`config.mk`:
```
export PLATFORM = sky130hd
export DESIGN_NAME = time_of_day_alarm_table_top_flat
export DESIGN_NICKNAME = d
export VERILOG_FILES = /design/src/design/tdat_pkg.sv /design/src/design/tdat_if.sv /design/src/design/tdat_mem.sv /design/src/design/tdat_outreg.sv /design/src/design/tdat_ctrl.sv /design/src/design/time_of_day_alarm_table_top.sv /design/src/flat_wrapper.sv
export SDC_FILE = /design/constraint.sdc
export NUM_CORES = 1
export LEC_CHECK = 0
export BUFFER_PORTS_ARGS = -buffer_cell sky130_fd_sc_hd__buf_2
export CORE_MARGIN = 5
export CORE_UTILIZATION = 60
export CTS_BUF_LIST = sky130_fd_sc_hd__clkbuf_16
export CTS_CLUSTER_DIAMETER = 100
export DETAILED_ROUTE_END_ITERATION = 16
export PLACE_DENSITY = 0.74
export SLEW_MARGIN = 20
export SYNTH_ARGS = -nofsm -noshare
export SYNTH_HDL_FRONTEND = slang
export SYNTH_SLANG_ARGS = --single-unit
```
`constraint.sdc`:
```
create_clock -name clk -period 9.6 [get_ports clk]
set_clock_uncertainty 0.2 [all_clocks]
set_input_delay 1.44 -clock clk [delete_from_list [all_inputs] [get_ports clk]]
set_output_delay 1.44 -clock clk [all_outputs]
set_load 0.005 [all_outputs]
```
`src/design/tdat_pkg.sv`:
```
// Shared constants, codes and types of the time-of-day alarm table.
// No dependencies; every other design file imports this package.
`default_nettype none

package tdat_pkg;

    localparam int TABLE_DEPTH = 16;
    localparam int CNT_W       = $clog2(TABLE_DEPTH + 1);
    localparam int ADDR_W      = (TABLE_DEPTH > 1) ? $clog2(TABLE_DEPTH) : 1;
    localparam int ID_W        = 16;
    localparam int MIN_W       = 11;
    localparam int CMD_W       = 2;
    localparam int KIND_W      = 2;

    localparam logic [CMD_W-1:0] CMD_REGISTER   = 2'd0;
    localparam logic [CMD_W-1:0] CMD_UNREGISTER = 2'd1;
    localparam logic [CMD_W-1:0] CMD_TICK       = 2'd2;

    localparam logic [KIND_W-1:0] KIND_REGISTERED   = 2'd0;
    localparam logic [KIND_W-1:0] KIND_FULL         = 2'd1;
    localparam logic [KIND_W-1:0] KIND_UNREGISTERED = 2'd2;
    localparam logic [KIND_W-1:0] KIND_FIRED        = 2'd3;

    localparam logic [ID_W-1:0] ID_MAX = {ID_W{1'b1}};

    typedef enum logic [1:0] {
        ST_IDLE,
        ST_UNREG,
        ST_TICK
    } state_t;

    typedef struct packed {
        logic [ID_W-1:0]  id;
        logic [MIN_W-1:0] minute;
    } entry_t;

    typedef struct packed {
        logic              en;
        logic [ADDR_W-1:0] addr;
        entry_t            data;
    } wr_t;

    typedef struct packed {
        logic              load;
        logic [KIND_W-1:0] kind;
        logic [ID_W-1:0]   id;
        logic              last;
    } push_t;

endpackage

`default_nettype wire

```
`src/design/tdat_if.sv`:
```
// Valid/ready channel interfaces for the alarm table: command in, result out.
// Depends on tdat_pkg for field widths.
`default_nettype none

interface tdat_cmd_if;
    import tdat_pkg::*;

    logic             valid;
    logic             ready;
    logic [CMD_W-1:0] command;
    logic [MIN_W-1:0] alarm_minute;
    logic [ID_W-1:0]  target_id;
    logic [MIN_W-1:0] now_minute;
    logic             clock_ok;

    modport source (
        output valid, command, alarm_minute, target_id, now_minute, clock_ok,
        input  ready
    );
    modport sink (
        input  valid, command, alarm_minute, target_id, now_minute, clock_ok,
        output ready
    );
endinterface

interface tdat_rsp_if;
    import tdat_pkg::*;

    logic              valid;
    logic              ready;
    logic [KIND_W-1:0] kind;
    logic [ID_W-1:0]   alarm_id;
    logic              last;

    modport source (
        output valid, kind, alarm_id, last,
        input  ready
    );
    modport sink (
        input  valid, kind, alarm_id, last,
        output ready
    );
endinterface

`default_nettype wire

```
`src/design/tdat_mem.sv`:
```
// Alarm entry memory: one write port, one read port, registered read data.
// Depends on tdat_pkg.
`default_nettype none

module tdat_mem (
    input  wire logic               clk,
    input  wire tdat_pkg::wr_t      wr,
    input  wire logic               rd_en,
    input  wire logic [tdat_pkg::ADDR_W-1:0] rd_addr,
    output tdat_pkg::entry_t        rd_data
);
    import tdat_pkg::*;

    entry_t mem [TABLE_DEPTH];

    always_ff @(posedge clk)
    begin
        if (wr.en)
        begin
            mem[wr.addr] <= wr.data;
        end
    end

    always_ff @(posedge clk)
    begin
        if (rd_en)
        begin
            rd_data <= mem[rd_addr];
        end
    end

endmodule

`default_nettype wire

```
`src/design/tdat_outreg.sv`:
```
// Result output register: holds one result until the sink takes it.
// Depends on tdat_pkg and tdat_if.
`default_nettype none

module tdat_outreg (
    input  wire logic           clk,
    input  wire logic           rst_n,
    input  wire tdat_pkg::push_t push,
    output logic                free,
    tdat_rsp_if.source          rsp
);
    import tdat_pkg::*;

    logic              valid_reg;
    logic [KIND_W-1:0] kind_reg;
    logic [ID_W-1:0]   id_reg;
    logic              last_reg;

    assign free = !valid_reg || rsp.ready;

    always_ff @(posedge clk or negedge rst_n)
    begin
        if (!rst_n)
        begin
            valid_reg <= 1'b0;
        end
        else if (push.load)
        begin
            valid_reg <= 1'b1;
        end
        else if (rsp.ready)
        begin
            valid_reg <= 1'b0;
        end
    end

    always_ff @(posedge clk)
    begin
        if (push.load)
        begin
            kind_reg <= push.kind;
            id_reg   <= push.id;
            last_reg <= push.last;
        end
    end

    assign rsp.valid    = valid_reg;
    assign rsp.kind     = kind_reg;
    assign rsp.alarm_id = id_reg;
    assign rsp.last     = last_reg;

endmodule

`default_nettype wire

```
`src/design/tdat_ctrl.sv`:
```
// Command sequencer: registers entries, compacts the table on unregister and
// scans it on a tick. Depends on tdat_pkg and tdat_if.
`default_nettype none

module tdat_ctrl (
    input  wire logic                clk,
    input  wire logic                rst_n,
    tdat_cmd_if.sink                 cmd,
    input  wire tdat_pkg::entry_t    rd_data,
    input  wire logic                out_free,
    output logic                     rd_en,
    output logic [tdat_pkg::ADDR_W-1:0] rd_addr,
    output tdat_pkg::wr_t            wr,
    output tdat_pkg::push_t          push
);
    import tdat_pkg::*;

    state_t           state_reg,      state_next;
    logic [CNT_W-1:0] count_reg,      count_next;
    logic [CNT_W-1:0] rd_idx_reg,     rd_idx_next;
    logic [CNT_W-1:0] wr_idx_reg,     wr_idx_next;
    logic             dv_reg,         dv_next;
    logic [MIN_W-1:0] lo_reg,         lo_next;
    logic [MIN_W-1:0] hi_reg,         hi_next;
    logic [ID_W-1:0]  tid_reg,        tid_next;
    logic             pend_valid_reg, pend_valid_next;
    logic [ID_W-1:0]  pend_id_reg,    pend_id_next;
    logic [MIN_W-1:0] last_min_reg,   last_min_next;
    logic [ID_W-1:0]  id_ctr_reg,     id_ctr_next;

    logic hit;
    logic more;

    assign hit  = dv_reg && (lo_reg < rd_data.minute) && (rd_data.minute <= hi_reg);
    assign more = rd_idx_reg < count_reg;

    always_ff @(posedge clk or negedge rst_n)
    begin
        if (!rst_n)
        begin
            state_reg      <= ST_IDLE;
            count_reg      <= '0;
            rd_idx_reg     <= '0;
            wr_idx_reg     <= '0;
            dv_reg         <= 1'b0;
            pend_valid_reg <= 1'b0;
            last_min_reg   <= '0;
            id_ctr_reg     <= '0;
        end
        else
        begin
            state_reg      <= state_next;
            count_reg      <= count_next;
            rd_idx_reg     <= rd_idx_next;
            wr_idx_reg     <= wr_idx_next;
            dv_reg         <= dv_next;
            pend_valid_reg <= pend_valid_next;
            last_min_reg   <= last_min_next;
            id_ctr_reg     <= id_ctr_next;
        end
    end

    always_ff @(posedge clk)
    begin
        lo_reg      <= lo_next;
        hi_reg      <= hi_next;
        tid_reg     <= tid_next;
        pend_id_reg <= pend_id_next;
    end

    always_comb
    begin
        state_next      = state_reg;
        count_next      = count_reg;
        rd_idx_next     = rd_idx_reg;
        wr_idx_next     = wr_idx_reg;
        dv_next         = dv_reg;
        lo_next         = lo_reg;
        hi_next         = hi_reg;
        tid_next        = tid_reg;
        pend_valid_next = pend_valid_reg;
        pend_id_next    = pend_id_reg;
        last_min_next   = last_min_reg;
        id_ctr_next     = id_ctr_reg;

        cmd.ready = 1'b0;
        rd_en     = 1'b0;
        rd_addr   = rd_idx_reg[ADDR_W-1:0];
        wr        = '0;
        push      = '0;

        unique case (state_reg)
            ST_IDLE:
            begin
                cmd.ready = out_free;
                if (cmd.valid && out_free)
                begin
                    unique case (cmd.command)
                        CMD_REGISTER:
                        begin
                            push.load = 1'b1;
                            push.last = 1'b1;
                            if (count_reg == CNT_W'(TABLE_DEPTH))
                            begin
                                push.kind = KIND_FULL;
                            end
                            else
                            begin
                                id_ctr_next = (id_ctr_reg == ID_MAX) ? ID_W'(1)
                                                                     : id_ctr_reg + ID_W'(1);
                                wr.en          = 1'b1;
                                wr.addr        = count_reg[ADDR_W-1:0];
                                wr.data.id     = id_ctr_next;
                                wr.data.minute = cmd.alarm_minute;
                                count_next     = count_reg + CNT_W'(1);
                                push.kind      = KIND_REGISTERED;
                                push.id        = id_ctr_next;
                            end
                        end
                        CMD_UNREGISTER:
                        begin
                            push.load   = 1'b1;
                            push.kind   = KIND_UNREGISTERED;
                            push.last   = 1'b1;
                            tid_next    = cmd.target_id;
                            rd_idx_next = '0;
                            wr_idx_next = '0;
                            dv_next     = 1'b0;
                            state_next  = ST_UNREG;
                        end
                        CMD_TICK:
                        begin
                            if (cmd.clock_ok && (cmd.now_minute != last_min_reg))
                            begin
                                lo_next       = last_min_reg;
                                hi_next       = cmd.now_minute;
                                last_min_next = cmd.now_minute;
                                if (count_reg != '0)
                                begin
                                    rd_idx_next     = '0;
                                    dv_next         = 1'b0;
                                    pend_valid_next = 1'b0;
                                    state_next      = ST_TICK;
                                end
                            end
                        end
                        default:
                        begin
                        end
                    endcase
                end
            end

            ST_UNREG:
            begin
                // keep every entry whose id differs, packed toward the front
                if (dv_reg && (rd_data.id != tid_reg))
                begin
                    wr.en       = 1'b1;
                    wr.addr     = wr_idx_reg[ADDR_W-1:0];
                    wr.data     = rd_data;
                    wr_idx_next = wr_idx_reg + CNT_W'(1);
                end
                if (more)
                begin
                    rd_en       = 1'b1;
                    rd_idx_next = rd_idx_reg + CNT_W'(1);
                    dv_next     = 1'b1;
                end
                else
                begin
                    dv_next = 1'b0;
                end
                if (!more && !dv_reg)
                begin
                    count_next = wr_idx_reg;
                    state_next = ST_IDLE;
                end
            end

            ST_TICK:
            begin
                if (!more && !dv_reg)
                begin
                    // scan done: release the held hit as the final result
                    if (pend_valid_reg)
                    begin
                        if (out_free)
                        begin
                            push.load       = 1'b1;
                            push.kind       = KIND_FIRED;
                            push.id         = pend_id_reg;
                            push.last       = 1'b1;
                            pend_valid_next = 1'b0;
                            state_next      = ST_IDLE;
                        end
                    end
                    else
                    begin
                        state_next = ST_IDLE;
                    end
                end
                else if (!(hit && pend_valid_reg && !out_free))
                begin
                    // hold one hit back so the final one can carry last
                    if (hit)
                    begin
                        if (pend_valid_reg)
                        begin
                            push.load = 1'b1;
                            push.kind = KIND_FIRED;
                            push.id   = pend_id_reg;
                            push.last = 1'b0;
                        end
                        pend_id_next    = rd_data.id;
                        pend_valid_next = 1'b1;
                    end
                    if (more)
                    begin
                        rd_en       = 1'b1;
                        rd_idx_next = rd_idx_reg + CNT_W'(1);
                        dv_next     = 1'b1;
                    end
                    else
                    begin
                        dv_next = 1'b0;
                    end
                end
            end

            default:
            begin
                state_next = ST_IDLE;
            end
        endcase
    end

endmodule

`default_nettype wire

```
`src/design/time_of_day_alarm_table_top.sv`:
```
// Channel    Dir  Fields                                                    Transfer
// cmd        in   command, alarm_minute, target_id, now_minute, clock_ok    valid & ready
// rsp        out  kind, alarm_id, last                                      valid & ready
//
// Register, unknown commands and ticks that scan nothing complete on acceptance;
// unregister and scanning ticks walk the N stored alarms, one entry memory read
// per cycle, which a tick scan holds while a hit waits on a full result register.
// Every command waits while the result register is full and not taken, and
// tick scans hold there too. Reset empties the table (fill count) and clears
// the id counter and last minute; no clearing pass. Top level of the alarm
// table; depends on tdat_pkg, tdat_if, tdat_mem, tdat_outreg and tdat_ctrl.
`default_nettype none

module time_of_day_alarm_table_top (
    input  wire logic clk,
    input  wire logic rst_n,
    tdat_cmd_if.sink   cmd,
    tdat_rsp_if.source rsp
);
    import tdat_pkg::*;

    entry_t             rd_data;
    logic               rd_en;
    logic [ADDR_W-1:0]  rd_addr;
    wr_t                wr;
    push_t              push;
    logic               out_free;

    tdat_mem u_mem (
        .clk     (clk),
        .wr      (wr),
        .rd_en   (rd_en),
        .rd_addr (rd_addr),
        .rd_data (rd_data)
    );

    tdat_ctrl u_ctrl (
        .clk      (clk),
        .rst_n    (rst_n),
        .cmd      (cmd),
        .rd_data  (rd_data),
        .out_free (out_free),
        .rd_en    (rd_en),
        .rd_addr  (rd_addr),
        .wr       (wr),
        .push     (push)
    );

    tdat_outreg u_outreg (
        .clk   (clk),
        .rst_n (rst_n),
        .push  (push),
        .free  (out_free),
        .rsp   (rsp)
    );

endmodule

`default_nettype wire

```
`src/flat_wrapper.sv`:
```
// flat-port wrapper written by rule: the top's interface ports become plain ports
module time_of_day_alarm_table_top_flat import tdat_pkg::*;
  (clk, rst_n, cmd_valid, cmd_command, cmd_alarm_minute, cmd_target_id, cmd_now_minute, cmd_clock_ok, cmd_ready, rsp_valid, rsp_kind, rsp_alarm_id, rsp_last, rsp_ready);
  tdat_cmd_if cmd_i ();
  tdat_rsp_if rsp_i ();
  input  wire logic clk;
  input  wire logic rst_n;
  input wire logic [$bits(cmd_i.valid)-1:0] cmd_valid;
  input wire logic [$bits(cmd_i.command)-1:0] cmd_command;
  input wire logic [$bits(cmd_i.alarm_minute)-1:0] cmd_alarm_minute;
  input wire logic [$bits(cmd_i.target_id)-1:0] cmd_target_id;
  input wire logic [$bits(cmd_i.now_minute)-1:0] cmd_now_minute;
  input wire logic [$bits(cmd_i.clock_ok)-1:0] cmd_clock_ok;
  output wire logic [$bits(cmd_i.ready)-1:0] cmd_ready;
  output wire logic [$bits(rsp_i.valid)-1:0] rsp_valid;
  output wire logic [$bits(rsp_i.kind)-1:0] rsp_kind;
  output wire logic [$bits(rsp_i.alarm_id)-1:0] rsp_alarm_id;
  output wire logic [$bits(rsp_i.last)-1:0] rsp_last;
  input wire logic [$bits(rsp_i.ready)-1:0] rsp_ready;
  assign cmd_i.valid = cmd_valid;
  assign cmd_i.command = cmd_command;
  assign cmd_i.alarm_minute = cmd_alarm_minute;
  assign cmd_i.target_id = cmd_target_id;
  assign cmd_i.now_minute = cmd_now_minute;
  assign cmd_i.clock_ok = cmd_clock_ok;
  assign cmd_ready = cmd_i.ready;
  assign rsp_valid = rsp_i.valid;
  assign rsp_kind = rsp_i.kind;
  assign rsp_alarm_id = rsp_i.alarm_id;
  assign rsp_last = rsp_i.last;
  assign rsp_i.ready = rsp_ready;
  time_of_day_alarm_table_top u_core (.clk(clk), .rst_n(rst_n), .cmd(cmd_i), .rsp(rsp_i));
endmodule
```
==> reports/qor.csv <==
metric,value,unit
powerDensity,267,mW/mm^2
max_freq,228,MHz
async_reset_ff_frac,0.0812,
syn_inst,1216,
ff2ff_path_depth,6,
fin_crit_sh,0.457,
max-slew-margin-rel,0.244,
p_total,7.07,mW
synth_area,0.0235,mm^2
tightest_slew,1.13,ns
post_cts_buffers,0,
vias,12000,
top_layer_used,met4,
numCtsBuffers,56,
cts_buffer_depth,3,
io_buffer_count,65,
synth_nets,1295,
place_congestion,0.816,
grt_setup_unrepaired,false,
holdCritStartpoint,u_core.u_ctrl.last_min_reg[2],
ir_drop,181,uV
status,finished clean,
fin_util,0.684,
grt_pass1_vias,12200,
grtUsageTotal,0.235,
grt_first_pass_wirelength,76900,um
post_drt_wl_per_cell,26.7,um
synth_top_area_frac,0.681,
synth-seq-cells,579,
synth_flop_cell,edfxtp_1,
grt_max_degree,66,
timing.rr.end,u_core.u_mem.mem[10][17],
cts_hold_buf,0,
clk_pin_slew,0.06,ns
hold_depth,0,
critPathRequiredTime,9.61,ns
synth_area_leaders,"edfxtp_1 (68%), mux4_2 (13%), dfrtp_1 (5.0%)",
setup_viol,0,
clkSinkCount,579,
yosysWarnings,0,
synth_edf_count,532,
die_area,0.0432,mm^2
filler_cell_count,2376,
hp-class,flip-flop to flip-flop,
critPathKind,input pin to flip-flop,
reg.largest.list,"u_core.u_mem.mem x432, u_core.u_mem.rd_data x27",
ys_seq_area_frac,0.731,
post_cts.resized_instances,0,
synth_largest_area_cell,edfxtp_1,
n_antenna_cell,0,
ioPinCount,66,
power.static_leakage,9.15,nW
drc,0,
cp.arrival,4.39,ns
htree_num_levels,2,
dp.cells,1766,
min_to,u_core.u_ctrl.lo_reg[2],
fin_cells,1873,
firstDrtPassIters,5,
die_y,208,um
largest_register_ffs,432,
drive_above_1_share,0.255,
hold_viol,0,
totalWireLength,50100,um
fp.dieW,208,um
r2r_setup_slack,5.30,ns
core-area,0.0386,mm^2
layout-area-overhead-vs-synth,12.7,%
cap_violations,0,
period_needed,4.38,ns
root_buffer,clkbuf_16,
setup.worst_path.start,cmd_valid,
m1WireLength,20700,um
grt-ovfl-total,0,
fin_setup_tns,0,ns
crit_path_start_kind,input pin,
synth.distinct_cells,62,
floorplan.initialDensity,0.607,
viasPerCell,6.42,
worstSetupEndpointType,flip-flop,
cts_tree,yes,
path_max_fanout,27,
slew_viol_final,0,
first_iter_violations,1488,
syn_avg_cell_area,19.3,um^2
regMostFlops,u_core.u_mem.mem,
nets,1387,
grt_antenna_before_repair,0,
post-dp-hpwl,28600,um
clkLatencyLatePin,0.60,ns
timing.hold.ws,0.289,ns
wl_met3,3810,um
rows,72,
drtAntennaViolNets,0,
wl_met2,24500,um
reg2reg_from,u_core.u_ctrl.state_reg[1],
-- cell type report --
type	instances	area (um^2)	area share
well taps	518	648	0.0245
clock inverters	47	414	0.0157
clock buffers	58	1450	0.0549
inverters	38	143	0.00539
flip-flops and latches	579	17200	0.649
multi-input cells	548	6120	0.231
repair buffers	85	515	0.0195
-- worst max-delay path by stage --
stage | to | depth (start not counted)
finish | u_core.u_mem.mem[10][17] | 7
global route | u_core.u_mem.mem[8][12] | 7
CTS | u_core.u_mem.mem[10][12] | 7
detailed placement | u_core.u_mem.mem[8][16] | 7
global placement | u_core.u_mem.mem[10][14] | 7
floorplan | u_core.u_mem.mem[15][0] | 7
-- cells in the final DEF, fill, tap and decap left out, types with 8 or more instances in the layout --
cell type	instances
dfrtp_1	44
nor3_1	9
xor2_1	10
mux2_2	12
clkinv_1	8
buf_4	18
o21ai_0	28
a21oi_1	17
xnor2_1	36
nand4_1	11
clkinv_2	9
nor2_4	12
mux4_2	135
a211oi_1	9
ha_1	34
clkbuf_16	58
edfxtp_1	532
nand3_1	18
buf_2	65
nor2_1	33
a22o_1	16
inv_1	57
a21o_1	31
bufinv_16	8
nand2_1	32
-- per-layer routing --
metal	vias to the layer above	track usage
met4	0	0.0605
met1	6265	0.351
met3	68	0.0378
met5	-	0
met2	565	0.374
li1	5129	-
-- critical path, cell delays in order --
cell	delay, ns
buf_2	0.10
nor2b_1	0.20
nor4b_4	0.46
nand2_1	0.51
a211oi_1	0.44
o21bai_1	0.35
nor2_4	0.89
-- synthesized netlist by cell type, types with 4 or more instances --
cell and number:
a211oi_1 9, inv_1 37, and4_1 4, nor3_1 10
and2_1 7, buf_1 6, nand4_1 11, mux4_2 135
a31oi_1 6, edfxtp_1 532, clkbuf_1 32, xnor2_1 36
xor2_1 10, nor2b_1 10, buf_2 12, nand2b_1 4
nand3b_1 4, dfrtp_1 47, nand3_1 18, nand2_1 32
ha_1 34, a22o_1 16, o21ai_1 5, nor2_1 46
o211ai_1 4, and3_1 7, mux2i_1 5, o21ai_0 28
a21oi_1 19, mux2_2 12, a21o_1 31, o31ai_1 7
-- logic make-up after synthesis --
logic type / after synthesis / synth area share
and+or+nand+nor: 165 / 0.0360
xor gates and xnor gates: 46 / 0.0172
muxes: 153 / 0.138
AOI/OAI and AO/OA: 150 / 0.0446
DFF: 579 / 0.731
buffers and inverters: 89 / 0.0150
adders and majority gates: 34 / 0.0181
-- per-stage QoR --
stage	cell area, um^2	setup WS [ns]
finish	26500	5.22
global route	26500	4.96
CTS	26400	5.24
detailed placement	24500	4.62
global placement	24500	4.70
floorplan	23500	5.00
-- power by group --
part | internal, mW | switching (mW)
combinational | 0.788 | 0.818
clock | 1.30 | 0.906
sequential | 3.02 | 0.235
total | 5.11 | 1.96
Power figures use the tool's default switching activity.
